[src/sv/assert_macros.svh]
// assertion macros shared by the slot table allocator modules
`ifndef ASSERT_MACROS_SVH
`define ASSERT_MACROS_SVH
`ifndef ASSERT_OFF
// property holds at every edge outside reset
`define STA_ASSERT(lbl, clk, rstn, prop) \
  lbl: assert property (@(posedge clk) disable iff (!(rstn)) (prop)) \
    else $error("sta assertion failed");
// antecedent implies consequent at the next edge
`define STA_ASSERT_NEXT(lbl, clk, rstn, ante, cons) \
  lbl: assert property (@(posedge clk) disable iff (!(rstn)) (ante) |=> (cons)) \
    else $error("sta assertion failed");
`else
`define STA_ASSERT(lbl, clk, rstn, prop)
`define STA_ASSERT_NEXT(lbl, clk, rstn, ante, cons)
`endif
`endif

[src/sv/sta_pkg.sv]
// shared types and constants of the slot table allocator
package sta_pkg;

  localparam int unsigned SLOT_W = 5;
  localparam int unsigned HW_W   = 6;
  localparam int unsigned PID_W  = 31;
  localparam int unsigned ACT_W  = 2;

  localparam logic [ACT_W-1:0] ACT_ALLOC = 2'd0;
  localparam logic [ACT_W-1:0] ACT_FREE  = 2'd1;
  localparam logic [ACT_W-1:0] ACT_FIND  = 2'd2;

  typedef enum logic [2:0] {
    OP_NONE,
    OP_LOAD,
    OP_ALLOC,
    OP_FREE,
    OP_TRIM,
    OP_FIND
  } sta_op_e;

  typedef struct packed {
    sta_op_e op;
    logic    out_load;
  } dp_cmd_t;

  typedef struct packed {
    logic [ACT_W-1:0] act;
    logic             alloc_done;
    logic             free_hit;
    logic             trim_done;
    logic             find_done;
  } dp_stat_t;

endpackage

[src/sv/sta_datapath.sv]
// slot table datapath: occupied bits, id memory, high-water count and result words
`include "assert_macros.svh"

module sta_datapath #(
  parameter int unsigned SLOTS = 32
) (
  input  logic                          clk_i,
  input  logic                          rst_ni,
  input  sta_pkg::dp_cmd_t              cmd_i,
  output sta_pkg::dp_stat_t             stat_o,
  input  logic [sta_pkg::ACT_W-1:0]     action_i,
  input  logic [sta_pkg::SLOT_W-1:0]    slot_index_i,
  input  logic [sta_pkg::PID_W-1:0]     pid_value_i,
  output logic                          ok_o,
  output logic [sta_pkg::SLOT_W-1:0]    result_slot_o,
  output logic [sta_pkg::HW_W-1:0]      high_water_o
);

  localparam int unsigned IW = $clog2(SLOTS);
  localparam int unsigned CW = $clog2(SLOTS + 1);
  localparam logic [CW-1:0] SLOTS_C = CW'(SLOTS);

  logic [SLOTS-1:0]              occ_q;
  logic [sta_pkg::PID_W-1:0]     mem [SLOTS];
  logic [CW-1:0]                 used_q;
  logic [CW-1:0]                 idx_q;
  logic [IW-1:0]                 cmp_idx_q;
  logic                          cmp_vld_q;
  logic [sta_pkg::PID_W-1:0]     rd_q;
  logic [sta_pkg::ACT_W-1:0]     act_q;
  logic [sta_pkg::PID_W-1:0]     pid_q;
  logic [sta_pkg::SLOT_W-1:0]    fidx_q;
  logic                          res_ok_q;
  logic [IW-1:0]                 res_slot_q;
  logic                          out_ok_q;
  logic [sta_pkg::SLOT_W-1:0]    out_slot_q;
  logic [sta_pkg::HW_W-1:0]      out_hw_q;

  logic          idx_in_range;
  logic          occ_at_idx;
  logic          alloc_done;
  logic          alloc_full;
  logic [CW-1:0] top;
  logic          trim_done;
  logic [IW-1:0] fidx;
  logic          free_hit;
  logic          issue;
  logic          find_hit;
  logic          find_done;

  assign idx_in_range = idx_q < SLOTS_C;
  assign occ_at_idx   = idx_in_range ? occ_q[idx_q[IW-1:0]] : 1'b1;
  assign alloc_done   = (idx_q >= used_q) || !occ_at_idx;
  assign alloc_full   = !idx_in_range;

  assign top       = used_q - CW'(1);
  assign trim_done = (used_q == '0) || occ_q[top[IW-1:0]];

  assign fidx     = IW'(fidx_q);
  assign free_hit = (int'(fidx_q) < int'(SLOTS)) && occ_q[fidx];

  assign issue     = idx_q < used_q;
  assign find_hit  = cmp_vld_q && occ_q[cmp_idx_q] && (rd_q == pid_q);
  assign find_done = find_hit || (!cmp_vld_q && !issue);

  assign stat_o.act        = act_q;
  assign stat_o.alloc_done = alloc_done;
  assign stat_o.free_hit   = free_hit;
  assign stat_o.trim_done  = trim_done;
  assign stat_o.find_done  = find_done;

  // control state
  always_ff @(posedge clk_i or negedge rst_ni) begin
    if (!rst_ni) begin
      occ_q     <= '0;
      used_q    <= '0;
      idx_q     <= '0;
      cmp_idx_q <= '0;
      cmp_vld_q <= 1'b0;
    end else begin
      unique case (cmd_i.op)
        sta_pkg::OP_LOAD: begin
          idx_q     <= '0;
          cmp_vld_q <= 1'b0;
        end
        sta_pkg::OP_ALLOC: begin
          if (alloc_done) begin
            if (!alloc_full) begin
              occ_q[idx_q[IW-1:0]] <= 1'b1;
              if (idx_q >= used_q) begin
                used_q <= idx_q + CW'(1);
              end
            end
          end else begin
            idx_q <= idx_q + CW'(1);
          end
        end
        sta_pkg::OP_FREE: begin
          if (free_hit) begin
            occ_q[fidx] <= 1'b0;
          end
        end
        sta_pkg::OP_TRIM: begin
          if (!trim_done) begin
            used_q <= top;
          end
        end
        sta_pkg::OP_FIND: begin
          if (issue) begin
            idx_q     <= idx_q + CW'(1);
            cmp_idx_q <= idx_q[IW-1:0];
            cmp_vld_q <= 1'b1;
          end else begin
            cmp_vld_q <= 1'b0;
          end
        end
        default: ;
      endcase
    end
  end

  // id memory
  always_ff @(posedge clk_i) begin
    if (cmd_i.op == sta_pkg::OP_ALLOC && alloc_done && !alloc_full) begin
      mem[idx_q[IW-1:0]] <= pid_q;
    end
    if (cmd_i.op == sta_pkg::OP_FIND && issue) begin
      rd_q <= mem[idx_q[IW-1:0]];
    end
  end

  // input capture and result words
  always_ff @(posedge clk_i) begin
    case (cmd_i.op)
      sta_pkg::OP_LOAD: begin
        act_q      <= action_i;
        pid_q      <= pid_value_i;
        fidx_q     <= slot_index_i;
        res_ok_q   <= 1'b0;
        res_slot_q <= '0;
      end
      sta_pkg::OP_ALLOC: begin
        if (alloc_done && !alloc_full) begin
          res_ok_q   <= 1'b1;
          res_slot_q <= idx_q[IW-1:0];
        end
      end
      sta_pkg::OP_FREE: begin
        if (free_hit) begin
          res_ok_q   <= 1'b1;
          res_slot_q <= fidx;
        end
      end
      sta_pkg::OP_FIND: begin
        if (find_hit) begin
          res_ok_q   <= 1'b1;
          res_slot_q <= cmp_idx_q;
        end
      end
      default: ;
    endcase
    if (cmd_i.out_load) begin
      out_ok_q   <= res_ok_q;
      out_slot_q <= sta_pkg::SLOT_W'(res_slot_q);
      out_hw_q   <= sta_pkg::HW_W'(used_q);
    end
  end

  assign ok_o          = out_ok_q;
  assign result_slot_o = out_slot_q;
  assign high_water_o  = out_hw_q;

  `STA_ASSERT(a_used_bound, clk_i, rst_ni, used_q <= SLOTS_C)
  `STA_ASSERT(a_mark_on_occupied, clk_i, rst_ni,
              !cmd_i.out_load || used_q == '0 || occ_q[top[IW-1:0]])
  `STA_ASSERT(a_slot_below_mark, clk_i, rst_ni,
              !(cmd_i.out_load && res_ok_q && act_q != sta_pkg::ACT_FREE) ||
              CW'(res_slot_q) < used_q)

endmodule

[src/sv/sta_ctrl.sv]
// slot table controller state machine and output word valid
`include "assert_macros.svh"

module sta_ctrl (
  input  logic              clk_i,
  input  logic              rst_ni,
  input  logic              in_valid_i,
  output logic              in_stall_o,
  output logic              out_valid_o,
  input  logic              out_stall_i,
  output sta_pkg::dp_cmd_t  cmd_o,
  input  sta_pkg::dp_stat_t stat_i
);

  typedef enum logic [2:0] {
    S_IDLE,
    S_DISPATCH,
    S_ALLOC,
    S_FREE,
    S_TRIM,
    S_FIND,
    S_FINISH
  } state_e;

  state_e state_q, state_d;
  logic   out_vld_q;
  logic   out_load;
  logic   in_accept;

  assign in_stall_o  = state_q != S_IDLE;
  assign in_accept   = in_valid_i && state_q == S_IDLE;
  assign out_load    = state_q == S_FINISH && (!out_vld_q || !out_stall_i);
  assign out_valid_o = out_vld_q;

  always_comb begin
    cmd_o.op       = sta_pkg::OP_NONE;
    cmd_o.out_load = out_load;
    state_d        = state_q;
    unique case (state_q)
      S_IDLE: begin
        if (in_valid_i) begin
          cmd_o.op = sta_pkg::OP_LOAD;
          state_d  = S_DISPATCH;
        end
      end
      S_DISPATCH: begin
        unique case (stat_i.act)
          sta_pkg::ACT_ALLOC: state_d = S_ALLOC;
          sta_pkg::ACT_FREE:  state_d = S_FREE;
          sta_pkg::ACT_FIND:  state_d = S_FIND;
          default:            state_d = S_FINISH;
        endcase
      end
      S_ALLOC: begin
        cmd_o.op = sta_pkg::OP_ALLOC;
        if (stat_i.alloc_done) state_d = S_FINISH;
      end
      S_FREE: begin
        cmd_o.op = sta_pkg::OP_FREE;
        state_d  = stat_i.free_hit ? S_TRIM : S_FINISH;
      end
      S_TRIM: begin
        cmd_o.op = sta_pkg::OP_TRIM;
        if (stat_i.trim_done) state_d = S_FINISH;
      end
      S_FIND: begin
        cmd_o.op = sta_pkg::OP_FIND;
        if (stat_i.find_done) state_d = S_FINISH;
      end
      S_FINISH: begin
        if (out_load) state_d = S_IDLE;
      end
      default: state_d = S_IDLE;
    endcase
  end

  always_ff @(posedge clk_i or negedge rst_ni) begin
    if (!rst_ni) begin
      state_q   <= S_IDLE;
      out_vld_q <= 1'b0;
    end else begin
      state_q <= state_d;
      if (out_load) begin
        out_vld_q <= 1'b1;
      end else if (!out_stall_i) begin
        out_vld_q <= 1'b0;
      end
    end
  end

  `STA_ASSERT_NEXT(a_busy_after_accept, clk_i, rst_ni, in_accept, in_stall_o)
  `STA_ASSERT_NEXT(a_out_drains, clk_i, rst_ni,
                   out_vld_q && !out_stall_i && !out_load, !out_valid_o)

endmodule

[src/sv/slot_table_allocator_core.sv]
// top level of the slot table allocator: controller plus datapath
//
//   channel | signals                                  | handshake
//   --------+------------------------------------------+-----------------------
//   input   | action_i slot_index_i pid_value_i        | in_valid_i / in_stall_o
//   output  | ok_o result_slot_o high_water_o          | out_valid_o / out_stall_i
//
// one word at a time; accept, dispatch, then the operation, then the finish state
// allocate scans one occupied bit a cycle, from slot 0 up to the first free slot or the mark
// find reads one id memory entry a cycle and compares it in the cycle after the read
// free clears the slot on a hit; a hit then trims the mark down past each trailing empty slot
// reset clears occupied bits and the mark at once, no clearing pass
// a result word waits in the output register; the next word is taken meanwhile
module slot_table_allocator_core #(
  parameter int unsigned SLOTS = 32
) (
  input  logic                       clk_i,
  input  logic                       rst_ni,
  input  logic                       in_valid_i,
  output logic                       in_stall_o,
  input  logic [sta_pkg::ACT_W-1:0]  action_i,
  input  logic [sta_pkg::SLOT_W-1:0] slot_index_i,
  input  logic [sta_pkg::PID_W-1:0]  pid_value_i,
  output logic                       out_valid_o,
  input  logic                       out_stall_i,
  output logic                       ok_o,
  output logic [sta_pkg::SLOT_W-1:0] result_slot_o,
  output logic [sta_pkg::HW_W-1:0]   high_water_o
);

  sta_pkg::dp_cmd_t  cmd;
  sta_pkg::dp_stat_t stat;

  sta_ctrl u_ctrl (
    .clk_i       (clk_i),
    .rst_ni      (rst_ni),
    .in_valid_i  (in_valid_i),
    .in_stall_o  (in_stall_o),
    .out_valid_o (out_valid_o),
    .out_stall_i (out_stall_i),
    .cmd_o       (cmd),
    .stat_i      (stat)
  );

  sta_datapath #(
    .SLOTS (SLOTS)
  ) u_datapath (
    .clk_i         (clk_i),
    .rst_ni        (rst_ni),
    .cmd_i         (cmd),
    .stat_o        (stat),
    .action_i      (action_i),
    .slot_index_i  (slot_index_i),
    .pid_value_i   (pid_value_i),
    .ok_o          (ok_o),
    .result_slot_o (result_slot_o),
    .high_water_o  (high_water_o)
  );

endmodule
[config.mk]
export PLATFORM = sky130hd
export DESIGN_NAME = slot_table_allocator_core
export DESIGN_NICKNAME = d
export VERILOG_FILES = /design/src/sv/sta_pkg.sv /design/src/sv/sta_datapath.sv /design/src/sv/sta_ctrl.sv /design/src/sv/slot_table_allocator_core.sv
export VERILOG_INCLUDE_DIRS = /design/src /design/src/sv
export SDC_FILE = /design/constraint.sdc
export NUM_CORES = 1
export LEC_CHECK = 0
export ABC_AREA = 1
export BUFFER_PORTS_ARGS = -buffer_cell sky130_fd_sc_hd__buf_2
export CORE_MARGIN = 3
export CORE_UTILIZATION = 57
export CTS_CLUSTER_DIAMETER = 40
export CTS_CLUSTER_SIZE = 10
export DETAILED_ROUTE_END_ITERATION = 10
export HOLD_SLACK_MARGIN = 0.08
export PLACE_DENSITY_LB_ADDON = 0.08
export SLEW_MARGIN = 30
export SYNTH_ARGS = -nofsm -noshare
export SYNTH_HDL_FRONTEND = slang
export SYNTH_SLANG_ARGS = --single-unit
[constraint.sdc]
create_clock -name clk_i -period 4.6 [get_ports clk_i]
set_input_delay 0.46 -clock clk_i [delete_from_list [all_inputs] [get_ports clk_i]]
set_output_delay 0.46 -clock clk_i [all_outputs]
set_load 0.05 [all_outputs]
== After elaboration in Yosys (flattened, before gate mapping) ==
Memory sizes are Yosys's and may differ from the RTL's. A register that Yosys moved wholly into a read port is not among the register bits.
Index checks and enable logic that the tools add are counted.
Word-level totals
  memories kept: 1
  bits in writable memories: 992
  logic and storage cells: 142
  register bits after elaboration: 110
  output and inout port bits: 14
  input bits: 42
Memories
  u_datapath.mem: depth 32, width 31, rd ports 1, clocked after Yosys merged registers in 1, write ports 1, RTL line sta_datapath.sv:24  | logic [sta_pkg::PID_W-1:0] mem [SLOTS];
Cells by class
  eq/ne operators: 29
  $lt $le $gt $ge: 9
  multiplexer cells: 49
  reduce and logical (&&, ||, !) cells: 34
  add/subtract/negate cells: 2
  bitwise operators: 3
Operators with widths (count)
  32-bit two-way mux: 3
  32-bit one-hot mux with 2 select lines: 1
  6-bit two-way mux: 6
  32-bit AND: 1
  32-bit inverter: 1
  32-bit OR: 1
  31-bit equality test: 1
  5-bit by 6-bit less-than comparator with 1-bit output, second input constant: 4
  2-bit by 1-bit inequality test with 1-bit output, second input constant: 11
  3-bit one-hot mux with 7 select lines: 1
  1-bit binary-select mux with 5-bit select: 4
  5-bit one-hot mux with 4 select lines: 1
  6-bit one-hot mux with 3 select lines: 1
  1-bit two-way mux: 16
  3-bit equality test, second input constant: 5
  3-bit two-way mux: 5
  5-bit two-way mux: 3
  3-bit one-hot mux with 5 select lines: 1
  3-bit by 2-bit equality test with 1-bit output, second input constant: 4
  6-bit one-hot mux with 2 select lines: 1
  1-bit demux with 5-bit select: 2
  5-bit by 1-bit greater-or-equal comparator with 1-bit output, second input constant: 2
  1-bit logical AND: 10
  5-bit AND reduction: 2
  other kinds (24): 39

== Depth between registers and ports, before layout ==
Gate-level depths: netlist of the first run.
  word-level depth: 9
  mapped depth: 20
  depth with buffers taken out: 15

== Cells and area by module ==
A second synthesis of the first run with hierarchy kept.
Second synthesis, totals
  cells, all modules: 3823
  area, all modules: 46684.8 µm²
Modules (own cells, without submodules)
  sta_datapath: area an instance 46294.4 µm², times used 1, seq. area each 33652.3 µm², cells an instance 3763
  sta_ctrl: area an instance 390.4 µm², times used 1, seq. area each 100.1 µm², cells an instance 60

== Worst setup path after synthesis of the first run ==
OpenSTA, ideal clock, no wires.
  kind: register -> register
  from: register u_datapath.idx_q[0]
  to: memory u_datapath.mem[23][0] in the netlist's numbering, enable pin
  data required time: 4.142 ns
  stages on the path, launching flop included: 19
  buffers on the path: 7
  setup time: 0.458 ns
  period minus slack after synthesis: 4.836 ns
  arrival time: 4.378 ns
  slack: -0.236 ns
  cells stage by stage: dfrtp_1 buf_6 inv_4 buf_6 buf_6 buf_2 buf_2 buf_2 ha_1 nor2_1 o21ai_0 nand2_1 inv_1 nand2_1 inv_1 nand2_2 nand3_2 buf_2 nor3_1
On the way
  cells in the longest elaborated chain, start to end: 9
  elaborated cells between the ends (all ways): 11
  classes of those cells: 2 x order compare; 5 x mux; 4 x reduce/logical
RTL lines
  start, declared: RTL line sta_datapath.sv:26  | logic [CW-1:0] idx_q;
  start signal, assigned: RTL line sta_datapath.sv:95  | idx_q <= idx_q + CW'(1);
  start signal, assigned: RTL line sta_datapath.sv:110  | idx_q <= idx_q + CW'(1);
  1-bit binary-select mux with 5-bit select: RTL line sta_datapath.sv:52  | assign occ_at_idx = idx_in_range ? occ_q[idx_q[IW-1:0]] : 1'b1;
  1-bit two-way mux (implied by the code): RTL line sta_datapath.sv:52
  1-bit two-way mux: RTL line sta_datapath.sv:52
  1-bit zero test: RTL line sta_datapath.sv:53  | assign alloc_done = (idx_q >= used_q) || !occ_at_idx;
  1-bit logical OR: RTL line sta_datapath.sv:53
  1-bit logical AND (2 in a row): RTL line sta_datapath.sv:124  | if (cmd_i.op == sta_pkg::OP_ALLOC && alloc_done && !alloc_full) begin
  1-bit two-way mux: RTL line sta_datapath.sv:124
  1-bit two-way mux (implied by the code): RTL line sta_datapath.sv:125  | mem[idx_q[IW-1:0]] <= pid_q;
  end, declared: RTL line sta_datapath.sv:24
Several ways; a longest one is shown, not always the timed one. The select of a mux whose other input is x is not followed.

== Worst setup path in the final report of the first run ==
  from: register u_datapath.idx_q[0]
  to: memory u_datapath.mem[1][5] in the netlist's numbering, enable pin
Same word-level chain as after synthesis.

==> metrics, run 1 <==
WHS=0.2468 ns; Tcrit/Tclk final=77.60%; Leak=18.33 nW; H-tree depth=4; number of iterations in the first detailed-routing pass=6; Crit. End Element=flip-flop; Final #Nets=3910; sw power=roughly 9.6 mW; Wirelength per Cell=26.79 µm; P per Cell Area=568.6 nW/µm²; CTS clk-pin slew, worst paths=0.05 ns; final setup margin=1.031 ns; Slew Limit Fails=0; total of max-cap violations=0; RR Startpoint=u_datapath.idx_q[0]$_DFFE_PN0P_; slew margin rel.=35.89%; CTS tree=done; Area growth, synth to finish=14.99%; vias in the first global route=around 31k; Worst EP required=4.95 ns; post-DP HPWL=72350 µm; Die Ht=290.3 µm; fmax=280.2 MHz; Internal=20.52 mW; first-pass GRT wire length=196500 µm; R2R setup slack=1.03 ns; Placement Rows=103; Skew-Pair Late Insertion Delay=around 0.75 ns; Synth Register Bits=1133; layout cells sized above 1=11.30%; Routed Antenna Nets=0; die area=around 84000 µm²; CP max stage cell=dfrtp_4; worst IR drop on VDD=~0.41 mV; Worst-Margin Slew=0.9616 ns; First DRT Iteration DRCs=3941; Syn Inst Count=3717; clk_skew=0.03122 ns; final estimated routing congestion in global placement=0.9467; Syn Std Cell Area=46060 µm²; largest net degree at the start of global routing=approximately 200; Ys Warns=0; initial antenna violation count=0; endpoints failing hold=0; clock network power share=35.5%; Crit path buffers/inverters=5; Synth top area share=70.35%; diode count=0; Root Buffer=clkbuf_16; Max FO, Critical Path=151; pre-CTS WS=1.090 ns; Setup CP Type=flip-flop to flip-flop; dominant cells by area after synthesis=edfxtp_1 (70%), o21ai_0 (6.2%), nor2_1 (4.8%), nand2_1 (3.6%), o22ai_1 (3.5%); CP top delay family=buffers and inverters; sequential share of power=42.1%; max incr delay on CP=~0.77 ns; Avg Cell Area, Syn=approximately 12 µm²; Total Wirelength=133300 µm; fin crit period=about 3.6 ns; non-filler instance count after layout=between 4k and 5k; largest area contributor in the netlist=edfxtp_1; die width=290.3 µm; crit path launch=u_datapath.idx_q[0]$_DFFE_PN0P_; outcome=complete, no violations; RSZ-0062 raised after global routing=false; Sink Count=1133; # resized after CTS=0; Core Region=79520 µm²; DR vias/cell=6.338; grt ovf=0; Finish-stage setup viols=0; dpl cells=4707; io pins=56; Gate power share=22.4%; startpoint types=flip-flop; GR Util All Layers=31.25%; # DRC=0; CTS Buf Count=149; Vias=31.55k; Net Sw Frac=31.86%; hold wc startpoint=in_valid_i; Starting Density=57.92%; register area share after synthesis=73.28%; Port Buffers=between 50 and 60; WP data arrival=3.92 ns; syn_nets=3774; clk buf depth=3; post-synth cell types=39; crit path cell chain=inv_16, ha_1, nor2_1, o21ai_0, nand2_1, inv_1, nand2_1, inv_1, nand2_2, nand3_2, buf_12, nor3_2, buf_4; Hold/Removal Path Class=input pin to flip-flop
-- sequential cells by signal, summed over array words and instances, names as in the netlist, 2 cells and up --
signal                    count
u_ctrl.state_q                3
u_datapath.cmp_idx_q          5
u_datapath.fidx               5
u_datapath.act_q              2
u_datapath.idx_q              6
u_datapath.pid_q             31
u_datapath.used_q             6
u_datapath.occ_q             32
u_datapath.result_slot_o      5
u_datapath.res_slot_q         5
u_datapath.rd_q              31
u_datapath.high_water_o       6
u_datapath.mem              992
-- area by class of cell --
| type | instances | area [µm²] |
|---|---|---|
| fillers | 5740 | 26550 |
| inverters | 167 | 648.1 |
| flip-flops and latches | 1133 | 33760 |
| clock buffers | 167 | 3837 |
| repair buffers | 207 | 1717 |
| clock inverters | 59 | 708.2 |
| well taps | 1050 | 1314 |
| multi-input cells | 2195 | 10980 |
-- cells in the final DEF (no fill, tap or decap), drive strengths merged --
| master | n |
|---|---|
| a22oi | 5 |
| xor2 | 7 |
| o31ai | 4 |
| o22ai | 257 |
| a211oi | 1 |
| nor3 | 24 |
| ha | 15 |
| a221oi | 11 |
| inv | 173 |
| nand4 | 39 |
| o21ai | 592 |
| a21oi | 9 |
| nand3 | 88 |
| bufinv | 9 |
| xnor2 | 1 |
| o211ai | 9 |
| o21a | 1 |
| dlygate4sd3 | 40 |
| buf | 167 |
| or2 | 1 |
| clkbuf | 167 |
| nand2 | 448 |
| clkinv | 39 |
| edfxtp | 1079 |
| nor4 | 3 |
| o221ai | 2 |
| dfrtp | 54 |
| clkinvlp | 5 |
| nor2 | 604 |
| a22o | 73 |
| nor3b | 1 |
-- through the flow --
stage          power (mW)  cell area (µm²)  TNS (ns)  util [%]
2_1_floorplan       17.22            46070    -58.58         -
3_3_place_gp        19.30            47920         0     60.26
3_5_place_dp        19.44            47950         0     60.30
4_1_cts             30.11            52890         0     66.52
5_1_grt             31.38            52960         0     66.60
6_report            30.11            52960         0     66.60
-- final timing paths --
kind	endpoint	cells after the start
max	u_datapath.mem[1][5]$_DFFE_PP_	13
min	u_datapath.cmp_vld_q$_DFFE_PN0P_	6
max reg2reg	u_datapath.mem[1][5]$_DFFE_PP_	13
min reg2reg	u_datapath.result_slot_o[1]$_DFFE_PP_	0
max in group asynchronous	u_datapath.idx_q[0]$_DFFE_PN0P_	3
min in group asynchronous	u_datapath.used_q[4]$_DFFE_PN0P_	3
-- logic make-up (layout without fill, tap and decap cells) --
group / after synthesis / in the layout / synth area share [%]
compound gates: 964 / 964 / 11.98
xor+xnor: 8 / 8 / 0.1521
fa+ha+maj: 15 / 15 / 0.4075
buf+inv: 389 / 600 / 3.502
flops: 1133 / 1133 / 73.28
simple gates: 1208 / 1208 / 10.67
-- layer usage --
layer	global-route usage, %	share of wire [%]
met1	44.81	40
met2	47.84	46
met3	6.748	11
met4	11.14	3.2
met5	0	0
-- synth_stat cells (all sizes together) --
library cell,n
a211oi,1
ha,15
buf,71
nor4,3
o211ai,9
xor2,7
a21oi,9
o22ai,257
nand4,39
nand3,88
nand2,448
nor2,604
inv,165
a221oi,11
clkbuf,151
o221ai,2
nor3,24
o31ai,4
o21ai,592
clkinv,2
a22o,73
nor3b,1
dfrtp,54
o21a,1
edfxtp,1079
or2,1
xnor2,1
a22oi,5
-- tightest hold or removal path, stage by stage --
cell and delay (ns):
buf_2 0.11, nand3_1 0.11, nand2_1 0.08, inv_2 0.06, nand2_1 0.04, o21ai_0 0.07
-- power by group through the flow --
stage	sequential (mW)	clock (mW)	combinational [mW]
global route	12.7	11.2	7.42
CTS	12.7	10.8	6.60
detailed placement	12.9	0	6.53
floorplan	12.8	0	4.44
finish	12.7	10.7	6.74
global placement	12.9	0	6.39
-- what timing repair did --
item,CTS,global route
setup buffers,0,0
endpoints found under the hold margin,93,0
hold buffers,40,0
No activity file was read; power rests on OpenSTA's default activity.
==> inputs of run 2 (changes only) <==
CORE_UTILIZATION = 60   (was 57)
clock period = 3.5 ns   (was 4.6 ns; I/O delays follow)
==> run 2 against run 1 <==
Effect of this change:
- first-iteration DRC count is 15% higher
- register-to-register slack worse by 0.72 ns
- non-clock buffer count is 10 higher
- via count is 0.16% higher
- worst setup slack worse by 0.72 ns
- total power is 31% higher
- clock skew is 0.0063 ns higher
- combinational power is 38% higher
- hold slack worse by 0.12 ns
- maximum frequency is 12% higher
- routed wire length is 2.2% lower
- critical path type unchanged
- largest cell class unchanged
==> metrics, run 2 (same netlist as run 1, synthesis figures left out) <==
outcome=complete, no violations; slew margin rel.=33.82% (-2.1 points); Crit path top cell by count=nand2_1; # resized after CTS=0 (unchanged); area of the multi-input gates=11030 µm² (+0.48%); first-pass GRT wire length=194800 µm (-0.86%); Internal=26.70 mW (+30%); # DRC=0 (unchanged); startpoint types=flip-flop; Tcrit/Tclk final=91.02% (+13 points); most common cell after layout, fill and taps aside=edfxtp_1; clk_skew=0.03756 ns (+0.006338 ns); met1 usage=45.93% (+1.1 points); clock network power share=34.9% (-0.6 points); RR Startpoint=u_datapath.idx_q[3]$_DFFE_PN0P_; endpoints failing hold=0 (unchanged); Max FO, Critical Path=31 (-79%); WHS=0.1235 ns (-0.1233 ns); Worst EP required=3.84 ns (-1.11 ns); R2R setup slack=0.31 ns (-0.72 ns); CP top delay family=buffers and inverters; sw power=12.79 mW (+33%); Root Buffer=clkbuf_16; Filler cells=5176 (-9.8%); Hold/Removal Path Class=input pin to flip-flop; clk buf depth=3 (unchanged); met3 track demand over resource=6.069% (-0.68 points); max reg flops=992 (unchanged); Port Buffers=55 (unchanged); GR Util All Layers=32.38% (+1.1 points); crit path cell chain=ha_1, nand2_1, nor2_1, o21ai_0, nand2_1, inv_1, nand2_1, inv_1, nand2_2, nand3_4, buf_12, nor2_4, buf_4; total of max-cap violations=0 (unchanged); Sink Count=1133 (unchanged); Worst Hold Depth=6 (unchanged); GRT busiest layer=met2; Final #Nets=3918 (+0.20%); WP data arrival=3.53 ns (-0.39 ns); placed inst area=48220 µm² (+0.58%); H-tree depth=4 (unchanged); Total Wirelength=130300 µm (-2.2%); Vias=31.60k (+0.16%); Routed Antenna Nets=0 (unchanged); Wirelength per Cell=26.31 µm (-1.8%); die width=283.1 µm (-2.5%); setup bufs post-CTS=0 (unchanged); fin crit period=3.186 ns (-0.3838 ns); post-DP HPWL=73450 µm (+1.5%); die area=80120 µm² (-4.9%); Endpoint, Worst Hold=u_datapath.cmp_vld_q$_DFFE_PN0P_; Skew-Pair Late Insertion Delay=0.74 ns (about the same); fmax=313.9 MHz (+12%); Crit path buffers/inverters=4 (-1); final setup margin=0.3143 ns (-0.7162 ns); First DRT Iteration DRCs=4541 (+15%); initial antenna violation count=1 (+1); GR Util met2=50.01% (+2.2 points); CTS clk-pin slew, worst paths=0.06 ns (about the same); vias in the first global route=30.80k (+0.75%); Finished Cell Area=53080 µm² (+0.23%); io pins=56 (unchanged); final estimated routing congestion in global placement=0.9138 (-3.5%); pre-CTS WS=0.3914 ns (-0.6981 ns); layout cells sized above 1=11.26% (-0.043 points); CTS Buf Count=147 (-1.3%); RSZ-0062 raised after global routing=false; reg2reg end=u_datapath.mem[25][26]$_DFFE_PP_; P per Cell Area=744.1 nW/µm² (+31%); Net Sw Frac=32.39% (+0.53 points); Tot Pwr=39.50 mW (+31%); Placement Rows=100 (-2.9%); worst IR drop on VDD=0.6484 mV (+57%); Crit. End Element=flip-flop; Starting Density=61.25% (+3.3 points); commonest cells after routing, fill and taps aside=edfxtp_1 (1079), o21ai_0 (570), nor2_1 (568); CP max stage cell=dfrtp_1; largest net degree at the start of global routing=204 (+4.1%); DR vias/cell=6.378 (+0.63%); critical path depth=13 (unchanged); Area growth, synth to finish=15.25%; number of iterations in the first detailed-routing pass=6 (unchanged); hold wc startpoint=in_valid_i; Setup CP Type=flip-flop to flip-flop; Worst-Margin Slew=0.9926 ns (+0.03100 ns); grt ovf=0 (unchanged); Slew Limit Fails=0 (unchanged); Die Ht=283.1 µm (-2.5%); Leak=18.44 nW (+0.58%); Reg2Reg Depth=13 (unchanged); Core Region=75200 µm² (-5.4%); CTS tree=done; Gate power share=23.5% (+1.1 points); FF+latch area=33760 µm² (unchanged); max incr delay on CP=0.51 ns (-0.26 ns); Finish-stage setup viols=0 (unchanged); sequential share of power=41.6% (-0.5 points)
-- run 2: cell count changes in the layout (fill, tap and decap cells not counted), sizes merged, moves of 2 or more --
| cell | change |
|---|---|
| clkinv | -3 |
| buf | +10 |
| clkbuf | +2 |
| clkinvlp | -3 |
| bufinv | -3 |
| inv | +3 |
-- run 2: tightest hold or removal path: cells and delay by family --
family	cells	cell delay (ns)
AOI/OAI and AO/OA	1	0.06
buffers and inverters	2	0.15
and+or+nand+nor	3	0.24
-- run 2: power by group through the flow --
stage / clock network (mW) / registers [mW] / logic (mW)
after floorplan: 0 / 16.8 / 5.90
after global placement: 0 / 16.7 / 8.93
after detailed placement: 0 / 16.7 / 9.08
after CTS: 13.9 / 16.4 / 9.16
after global routing: 14.5 / 16.5 / 10.2
final: 13.8 / 16.4 / 9.28
-- run 2: worst max path at each step --
| stage | startpoint | to | slack, ns |
|---|---|---|---|
| 2_1_floorplan | u_datapath.idx_q[0]$_DFFE_PN0P_ | u_datapath.mem[0][0]$_DFFE_PP_ | -0.52 |
| 3_3_place_gp | u_datapath.idx_q[1]$_DFFE_PN0P_ | u_datapath.mem[25][16]$_DFFE_PP_ | 0.37 |
| 3_5_place_dp | u_datapath.used_q[3]$_DFFE_PN0P_ | u_datapath.mem[20][5]$_DFFE_PP_ | 0.39 |
| 4_1_cts | u_datapath.idx_q[3]$_DFFE_PN0P_ | u_datapath.mem[20][22]$_DFFE_PP_ | 0.36 |
| 5_1_grt | u_datapath.used_q[3]$_DFFE_PN0P_ | u_datapath.mem[25][18]$_DFFE_PP_ | 0.09 |
| 6_report | u_datapath.idx_q[3]$_DFFE_PN0P_ | u_datapath.mem[25][26]$_DFFE_PP_ | 0.31 |
-- run 2: area by class of cell --
type | instances | area share (%)
Clock inverter | 53 | 1.289
Sequential cell | 1133 | 63.60
Multi-Input combinational cell | 2195 | 20.78
Timing Repair Buffer | 217 | 3.623
Antenna cell | 1 | 0.004714
Clock buffer | 169 | 7.086
Inverter | 167 | 1.214
Tap cell | 1020 | 2.404
-- run 2: per-layer routing --
metal / vias to the layer above / wire length (µm)
met4: 0 / 4937
met5: - / 0
met2: 1813 / 60630
met1: 15690 / 51620
met3: 280 / 13160
li1: 13820 / -
-- run 2: metrics by stage --
step | TNS [ns] | utilization (%) | cells
floorplan | -182.10 | - | 3717
global placement | 0 | 64.13 | 4692
detailed placement | 0 | 64.13 | 4692
CTS | 0 | 70.57 | 4954
global route | 0 | 70.59 | 4954
finish | 0 | 70.59 | 4955
-- run 2: repair_timing --
item | CTS | global route
hold buffers | 40 | 0
endpoints found under the setup margin | 0 | 0
endpoints found under the hold margin | 73 | 0
